<file path="config.mk">
export PLATFORM = sky130hd
export DESIGN_NAME = c2d_front
export DESIGN_NICKNAME = d
export VERILOG_FILES = /design/src/hdl/c2d_pkg.sv /design/src/hdl/c2d_front.sv
export SDC_FILE = /design/constraint.sdc
export NUM_CORES = 1
export LEC_CHECK = 0
export BUFFER_PORTS_ARGS = -buffer_cell sky130_fd_sc_hd__buf_4
export CAP_MARGIN = 20
export CORE_AREA = 3 3 169 171
export DETAILED_ROUTE_END_ITERATION = 8
export DIE_AREA = 0 0 172 174
export PLACE_DENSITY = 0.67
export SLEW_MARGIN = 20
export SYNTH_ARGS = -nofsm -noshare
export SYNTH_HDL_FRONTEND = slang
export SYNTH_SLANG_ARGS = --single-unit
</file>
<file path="constraint.sdc">
create_clock -name clock -period 5.85 [get_ports clock]
set_input_delay 1.17 -clock clock [delete_from_list [all_inputs] [get_ports clock]]
set_output_delay 1.17 -clock clock [all_outputs]
set_load 0.005 [all_outputs]
</file>
<file path="src/hdl/c2d_pkg.sv">
// ----------------------------------------------------------------------------
// c2d_pkg
// shared types and constants of the integer valid 2d convolution block
// ----------------------------------------------------------------------------
package c2d_pkg;

   localparam int unsigned MaxKernel  = 16;
   localparam int unsigned MaxWidth   = 1024;
   localparam int unsigned KIdxW      = $clog2(MaxKernel);
   localparam int unsigned ColW       = $clog2(MaxWidth);
   localparam int unsigned KDepth     = MaxKernel * MaxKernel;
   localparam int unsigned LDepth     = MaxKernel * MaxWidth;
   localparam int unsigned KAddrW     = $clog2(KDepth);
   localparam int unsigned LAddrW     = $clog2(LDepth);
   localparam int unsigned DataW      = 32;
   localparam int unsigned RowW       = 16;
   localparam int unsigned KDimW      = 5;
   localparam int unsigned ICDimW     = 11;
   localparam int unsigned CsrDataW   = 16;
   localparam int unsigned CsrIdxW    = 2;

   localparam logic FUNC_KERNEL = 1'b0;
   localparam logic FUNC_IMAGE  = 1'b1;

   localparam logic [CsrIdxW-1:0] CSR_IMAGE_ROWS  = 2'd0;
   localparam logic [CsrIdxW-1:0] CSR_IMAGE_COLS  = 2'd1;
   localparam logic [CsrIdxW-1:0] CSR_KERNEL_ROWS = 2'd2;
   localparam logic [CsrIdxW-1:0] CSR_KERNEL_COLS = 2'd3;

   typedef struct packed {
      logic [RowW-1:0]   image_rows;
      logic [ICDimW-1:0] image_cols;
      logic [KDimW-1:0]  kernel_rows;
      logic [KDimW-1:0]  kernel_cols;
   } dims_type;

   typedef struct packed {
      logic              func;
      logic [KAddrW-1:0] kaddr;
      logic [LAddrW-1:0] laddr;
      logic [DataW-1:0]  value;
      logic              emit;
      logic [RowW-1:0]   i0;
      logic [ColW-1:0]   j0;
      logic              last;
   } cmd_type;

endpackage

</file>
<file path="src/hdl/c2d_front.sv">
// ----------------------------------------------------------------------------
// c2d_front
// accepts requests, tracks kernel and image positions, queues commands
// ----------------------------------------------------------------------------
module c2d_front import c2d_pkg::*; (
   input  logic             clock,
   input  logic             reset,
   input  dims_type         dims,
   input  logic             csr_write_enable,
   input  logic [CsrIdxW-1:0] csr_index,
   input  logic             req_valid,
   output logic             req_ready,
   input  logic             req_func,
   input  logic [DataW-1:0] req_sample_value,
   output logic             cmd_valid,
   output cmd_type          cmd,
   input  logic             cmd_pop
);

   cmd_type          fifo_ff [2];
   logic             wr_ptr_ff, wr_ptr_in;
   logic             rd_ptr_ff, rd_ptr_in;
   logic [1:0]       count_ff, count_in;
   logic [KDimW-1:0] ki_ff, ki_in;
   logic [KDimW-1:0] kj_ff, kj_in;
   logic [RowW-1:0]  row_ff, row_in;
   logic [ColW-1:0]  col_ff, col_in;

   logic             accept;
   logic             push;
   logic             kernel_full;
   logic [RowW-1:0]  r;
   logic [ColW-1:0]  c;
   logic [KIdxW-1:0] kr_flip;
   logic [KIdxW-1:0] kc_flip;
   logic [RowW:0]    r_plus;
   logic [ICDimW-1:0] c_plus;
   cmd_type          new_cmd;

   assign req_ready   = (count_ff != 2'd2);
   assign accept      = req_valid && req_ready;
   assign kernel_full = (ki_ff == dims.kernel_rows);

   always_comb begin
      r = row_ff;
      c = col_ff;
      if ((r >= dims.image_rows) || ({1'b0, c} >= dims.image_cols)) begin
         r = '0;
         c = '0;
      end
      r_plus  = {1'b0, r} + 1'b1;
      c_plus  = {1'b0, c} + 1'b1;
      kr_flip = KIdxW'(dims.kernel_rows - 1'b1 - ki_ff);
      kc_flip = KIdxW'(dims.kernel_cols - 1'b1 - kj_ff);

      new_cmd.func  = req_func;
      new_cmd.kaddr = {kr_flip, kc_flip};
      new_cmd.laddr = {r[KIdxW-1:0], c};
      new_cmd.value = req_sample_value;
      new_cmd.emit  = (r_plus >= (RowW+1)'(dims.kernel_rows)) &&
                      (c_plus >= ICDimW'(dims.kernel_cols));
      new_cmd.i0    = RowW'(r_plus - (RowW+1)'(dims.kernel_rows));
      new_cmd.j0    = ColW'(c_plus - ICDimW'(dims.kernel_cols));
      new_cmd.last  = (r_plus == (RowW+1)'(dims.image_rows)) && (c_plus == dims.image_cols);

      push = accept && ((req_func == FUNC_IMAGE) || !kernel_full);

      ki_in  = ki_ff;
      kj_in  = kj_ff;
      row_in = row_ff;
      col_in = col_ff;
      if (accept && (req_func == FUNC_KERNEL) && !kernel_full) begin
         if ((kj_ff + 1'b1) == dims.kernel_cols) begin
            kj_in = '0;
            ki_in = ki_ff + 1'b1;
         end else begin
            kj_in = kj_ff + 1'b1;
         end
      end
      if (accept && (req_func == FUNC_IMAGE)) begin
         if (c_plus >= dims.image_cols) begin
            col_in = '0;
            row_in = (r_plus >= (RowW+1)'(dims.image_rows)) ? '0 : RowW'(r_plus);
         end else begin
            col_in = ColW'(c_plus);
            row_in = r;
         end
      end
      if (csr_write_enable) begin
         row_in = '0;
         col_in = '0;
         if ((csr_index == CSR_KERNEL_ROWS) || (csr_index == CSR_KERNEL_COLS)) begin
            ki_in = '0;
            kj_in = '0;
         end
      end

      wr_ptr_in = push ? !wr_ptr_ff : wr_ptr_ff;
      rd_ptr_in = cmd_pop ? !rd_ptr_ff : rd_ptr_ff;
      count_in  = count_ff + {1'b0, push} - {1'b0, cmd_pop};
   end

   always_ff @(posedge clock) begin
      if (reset) begin
         wr_ptr_ff <= 1'b0;
         rd_ptr_ff <= 1'b0;
         count_ff  <= '0;
         ki_ff     <= '0;
         kj_ff     <= '0;
         row_ff    <= '0;
         col_ff    <= '0;
      end else begin
         wr_ptr_ff <= wr_ptr_in;
         rd_ptr_ff <= rd_ptr_in;
         count_ff  <= count_in;
         ki_ff     <= ki_in;
         kj_ff     <= kj_in;
         row_ff    <= row_in;
         col_ff    <= col_in;
      end
   end

   always_ff @(posedge clock) begin
      if (push) begin
         fifo_ff[wr_ptr_ff] <= new_cmd;
      end
   end

   assign cmd_valid = (count_ff != 2'd0);
   assign cmd       = fifo_ff[rd_ptr_ff];

endmodule

</file>
Word level (Yosys, flattened, before mapping). Memory sizes are Yosys's and may differ from the RTL's. A register that Yosys moved wholly into a read port is not among the register bits. Cells that the tools add are included.

Flip-flop bits (word level): 40. Memory bits (writable): 166. Input port bits: 77. Output and inout port bits: 85. Logic and storage cells: 66. Memories kept: 1.

Add/subtract/negate cells: 12. Magnitude comparators: 6. Equal/unequal tests: 7. Multiplexer cells: 17. Bitwise operators: 1. Reduce and logical (&&, ||, !) cells: 15.

Memories: fifo_ff (words 2, bits a word 83, rd ports 1, clocked after memory_dff 1, write ports 1, RTL line c2d_front.sv:20) `cmd_type fifo_ff [2];`.

Operator list (count): two-way mux 16 bit (3); two-way mux 5 bit (8); two-way mux 10 bit (2); adder 16 x 1 -> 17 bit (second input constant) (1); equality test 17 x 16 -> 1 bit (1); greater-or-equal comparator 17 x 16 -> 1 bit (1); greater-or-equal comparator 17 x 5 -> 1 bit (1); greater-or-equal comparator 16 bit (1); subtractor 16 x 5 -> 16 bit (1); adder 10 x 1 -> 11 bit (second input constant) (1); equality test 11 bit (1); greater-or-equal comparator 10 x 11 -> 1 bit (1); greater-or-equal comparator 11 bit (1); greater-or-equal comparator 11 x 5 -> 1 bit (1); adder 5 x 1 -> 5 bit (second input constant) (2); equality test 5 bit (2); subtractor 10 x 5 -> 10 bit (1); subtractor 4 x 1 -> 4 bit (second input constant) (2); subtractor 4 bit (2); logical AND 1 bit (7); equality test 2 bit (second input constant) (2); two-way mux 1 bit (4); zero test 1 bit (3); logical OR 1 bit (3); 6 further kinds (6).

Depth between registers and ports, before layout.
Word-level depth: 7. Depth in mapped cells: 27. Mapped depth without buffers: 23.

Least setup slack after synthesis. Ideal clock, no wire load.

Kind: input to register. Start: in dims[15] (netlist name). End: reg row_ff[5]. Setup time: 0.061 ns. Data arrival time: 6.054 ns. Data required time: 5.789 ns. Slack: -0.266 ns. Stages on the path: 27. Buffers on the path: 5. Cell sequence: inv_1 ha_1 a21o_1 a221o_1 a31oi_1 o21ai_1 clkbuf_1 nor2_1 clkbuf_1 nand2_1 inv_1 ha_1 clkbuf_1 nand3_1 xor2_1 nor3_1 ha_1 and3_1 nand3_1 nor3_1 a211oi_1 o31ai_1 o21ai_1 and2_1 clkbuf_1 clkbuf_1 a32o_1.

Elaborated cells on any way between the ends: 10. Classes of those cells: add/sub: 2; order compare: 3; mux: 4; reduce/logical: 1.

RTL lines: from (decl) (RTL line c2d_front.sv:8) `input dims_type dims,`; greater-or-equal comparator 10 x 11 -> 1 bit (RTL line c2d_front.sv:47) `if ((r >= dims.image_rows) || ({1'b0, c} >= dims.image_cols)) begin`; logical OR 1 bit (RTL line c2d_front.sv:47); two-way mux 10 bit (RTL line c2d_front.sv:47); named net c[0] (RTL line c2d_front.sv:33) `logic [ColW-1:0] c;`; adder 10 x 1 -> 11 bit (RTL line c2d_front.sv:52) `c_plus = {1'b0, c} + 1'b1;`; greater-or-equal comparator 11 bit (RTL line c2d_front.sv:81) `if (c_plus >= dims.image_cols) begin`; two-way mux 16 bit (RTL line c2d_front.sv:81); to (signal assigned) (RTL line c2d_front.sv:118) `row_ff <= row_in;`; to (decl) (RTL line c2d_front.sv:26) `logic [RowW-1:0] row_ff, row_in;`.

The timed path passes the listed nets, and every way through them passes these cells. A chain may end at the register's enable or synchronous reset.

==> PnR_summary.wiki <==
{| class="wikitable"
! Metric !! Value
|-
| Result of the run || complete, no violations
|-
| Number of global-route vias before repair || between 7000 and 8000
|-
| Share of the cycle needed by the critical path after routing || just over 90%
|-
| Number of antenna violations at the first check in global routing || 0
|-
| Count of standard-cell rows || 60
|-
| Number of max-capacitance violations reported || 0
|-
| Vias per cell || just over 5
|-
| Design Power || 4054 uW
|-
| Final-stage net count || approximately 1200
|-
| Routed wire length on met3 || 1.517 mm
|-
| Initial Utilization || between 30% and 40%
|-
| Top routing layer used || met4
|-
| Synthesized area per cell || approximately 13 sq um
|-
| Normalized max-slew margin || just under 30%
|-
| Post-CTS Resized || 0
|-
| Number of design rule violations left after detail routing || 0
|-
| Cell count of the worst reg-to-reg path || 22
|-
| Hold violation total from the final report || 0
|-
| Clock insertion delay at the later pin of the skew report || 0.53 ns
|-
| PwrDens || between 300 and 400 mW/mm^2
|-
| FF+latch count, synth || between 200 and 250
|-
| Number of CTS-inserted buffers || 24
|-
| Hold/Removal Path Class || reg -> reg
|-
| Setup TNS Final || 0 ns
|-
| Dominant cells by area after synthesis || edfxtp_1 (47%), mux2_2 (8.9%), ha_1 (8.7%)
|-
| Number of top-level pins || between 150 and 200
|-
| Synthesis warning total || 0
|-
| Detailed-router iteration count before antenna repair || 5
|-
| Most area-hungry cell type in the Yosys netlist || edfxtp_1
|-
| Count of buffers inserted at the top-level ports || between 150 and 200
|-
| Routability cong. || ~0.9
|-
| Maximum number of pins on one net before global-route repair || 52
|-
| Timing-limited maximum frequency || around 180 MHz
|-
| Final-report max-slew violation count || 0
|-
| Post-CTS repair timing setup buffer count || 0
|-
| Detailed Route Iter0 Violations || 473
|-
| Total die area || ~0.03 sq mm
|-
| Startpoint of the worst setup timing path || dims[32]
|-
| Clock buffer depth || 3
|-
| Clock root cell || clkbuf_16
|-
| Number of endpoints failing setup at the final stage || 0
|-
| Post-synthesis sequential area ratio || a little under three fifths
|-
| TritonCTS Sinks || roughly 210
|-
| Height of the chip || 174 um
|-
| Synth-to-layout area growth || 26.15%
|-
| Pleak || ~0.0054 uW
|-
| Hold path startpoint || ki_ff[1]
|-
| First-pass GRT wire length || between 30 and 40 mm
|-
| Routed met2 length || ~11 mm
|-
| DPL Wire Length || roughly 18 mm
|-
| Syn_nets || 995
|-
| Worst vdd ir || between 0.00015 and 0.0002 V
|-
| Data arrival time of the critical path || around 5.9 ns
|-
| Cts-stage hold buffer count || 0
|-
| CP endpoint kind || flip-flop
|-
| Worst Hold Path Cells || 2
|-
| Fraction of layout cells with a size suffix above 1 || around 32%
|-
| Worst-Margin Slew || 1.062 ns
|-
| Number of H-tree levels || 1
|-
| Remaining global-route overflow || 0
|-
| Worst-path maximum fanout || 13
|-
| Worst hold slack || approximately 0.5 ns
|-
| Mapped Area || 0.01052 sq mm
|-
| Most common cell in the synthesized netlist || edfxtp_1
|-
| Remaining antenna violation count || 0
|-
| Startpoint type of the worst setup path || input port
|-
| Post-route non-filler standard cell count || approximately 1400
|-
| Total number of vias || just over 7000
|-
| Total wirelength of the detailed-routed design || between 20 and 25 mm
|-
| Clock tree from TritonCTS || yes
|-
| Synthesized instance count || 841
|-
| Number of fill cells in the layout || 2466
|-
| Unrepaired setup endpoints after global routing || false
|-
| Core region area || between 0.02 and 0.03 sq mm
|-
| Slack of the worst reg-to-reg path || roughly 0.73 ns
|-
| Req. time, crit path || roughly 6.3 ns
|-
| Number of synthesized flops with an enable pin || around 170
|-
| Fraction of post-synthesis cell area in the top cell type by area || 47.37%
|-
| Clock transition at the registers of the reported paths || about 0.060 ns
|-
| Most used flip-flop cell after synthesis || edfxtp_1
|-
| Count of distinct cell types in the synthesized netlist || 57
|-
| Fraction of synthesis flops using an asynchronous set or reset pin || 0%
|-
| Reg2Reg Launch Point || row_ff[9]
|-
| Skew final || 0.01606 ns
|-
| Wl on met1 || roughly 11 mm
|-
| Number of instances in the placed design || 1374
|-
| Die extent in x || 172 um
|-
| Min cycle time layout || about 5.5 ns
|-
| Routed WL per cell || between 15 and 20 um
|-
| Area after DPL || about 0.013 sq mm
|-
| Critical Setup Path Class || in -> reg
|-
| Final cell area excluding filler cells || between 0.01 and 0.015 sq mm
|-
| Synth top cells by count || edfxtp_1 (166), mux2_2 (83), ha_1 (73), nor2_1 (66), inv_1 (55)
|-
| Overall global routing resource usage || roughly 16%
|-
| Diode insertion count for antenna repair || 0
|}
==> worst max-delay path, cell delays in order <==
cell	delay, ns
buf_4	0.08
inv_1	0.05
ha_1	0.32
a21oi_1	0.15
o21ai_1	0.11
a2111oi_0	0.49
a211oi_1	0.28
nor2_2	0.33
and2_1	0.21
ha_1	0.19
nand4_1	0.13
nor2_1	0.19
nand3_1	0.12
xor2_1	0.15
nor2_1	0.14
ha_1	0.27
a21o_1	0.18
a21oi_1	0.20
and2_1	0.18
o221ai_1	0.12
a21oi_1	0.23
o21a_1	0.19
o21a_4	0.24
a32o_1	0.19
==> stage by stage <==
step,utilization (%),setup WS (ns)
final,49.12,0.3923
after CTS,49.10,0.3875
after global placement,46.28,-0.006271
after global routing,49.12,0.07315
after floorplan,-,0.02634
after detailed placement,46.28,-0.1458
==> worst paths after layout <==
kind                      to
hold / removal      ki_ff[1]
setup reg to reg  row_ff[12]
hold reg to reg     ki_ff[1]
setup / recovery  row_ff[12]
==> state kept, by name, summed over array words and instances, names as in the netlist, named ones only <==
register,flops
col_ff,10
count_ff,2
fifo_ff,166
ki_ff,5
kj_ff,5
rd_ptr_ff,1
row_ff,16
wr_ptr_ff,1
==> layout by cell type, fill, tap and decap left out, types with 7 or more instances in the layout <==
| cell type | count |
|---|---|
| a21o_1 | 13 |
| a21oi_1 | 24 |
| a22oi_1 | 9 |
| a32o_1 | 13 |
| and2_1 | 11 |
| and3_1 | 11 |
| buf_4 | 216 |
| clkbuf_16 | 24 |
| dfxtp_1 | 40 |
| edfxtp_1 | 166 |
| ha_1 | 73 |
| inv_1 | 55 |
| mux2_2 | 83 |
| nand2_1 | 34 |
| nand3_1 | 21 |
| nand4_1 | 14 |
| nor2_1 | 63 |
| nor2b_1 | 7 |
| nor3_1 | 16 |
| o21ai_0 | 16 |
| xnor2_1 | 31 |
| xor2_1 | 37 |
==> logic make-up after synthesis <==
group | after synthesis | synth area share, %
DFF | 207 | 55.17
adders and majority gates | 77 | 9.441
AOI/OAI and AO/OA | 117 | 7.872
buffers and inverters | 81 | 3.187
xor gates and xnor gates | 68 | 5.660
muxes | 83 | 8.882
and+or+nand+nor | 208 | 9.786
==> power breakdown <==
group / internal, uW / total (uW) / switching (uW)
clock network: 845 / 1440 / 591
logic: 356 / 721 / 365
registers: 1840 / 1900 / 56.0
==> metal layers <==
layer  GRT usage, %  vias to the layer above
met5              0                        -
met4          4.591                        0
met3          2.820                       51
met2          26.47                      212
met1          21.12                     3427
li1               -                     3556
==> layout make-up <==
| class | instances | area, sq um | area share [%] |
|---|---|---|---|
| Tap cell | 341 | 426.7 | 3.214 |
| Sequential cell | 207 | 5809 | 43.76 |
| Timing Repair Buffer | 218 | 1662 | 12.52 |
| Multi-Input combinational cell | 553 | 4408 | 33.21 |
| Inverter | 55 | 206.4 | 1.555 |
| Clock inverter | 15 | 142.6 | 1.075 |
| Clock buffer | 29 | 619.3 | 4.666 |
Note: power is estimated with default switching activity, not from simulation.
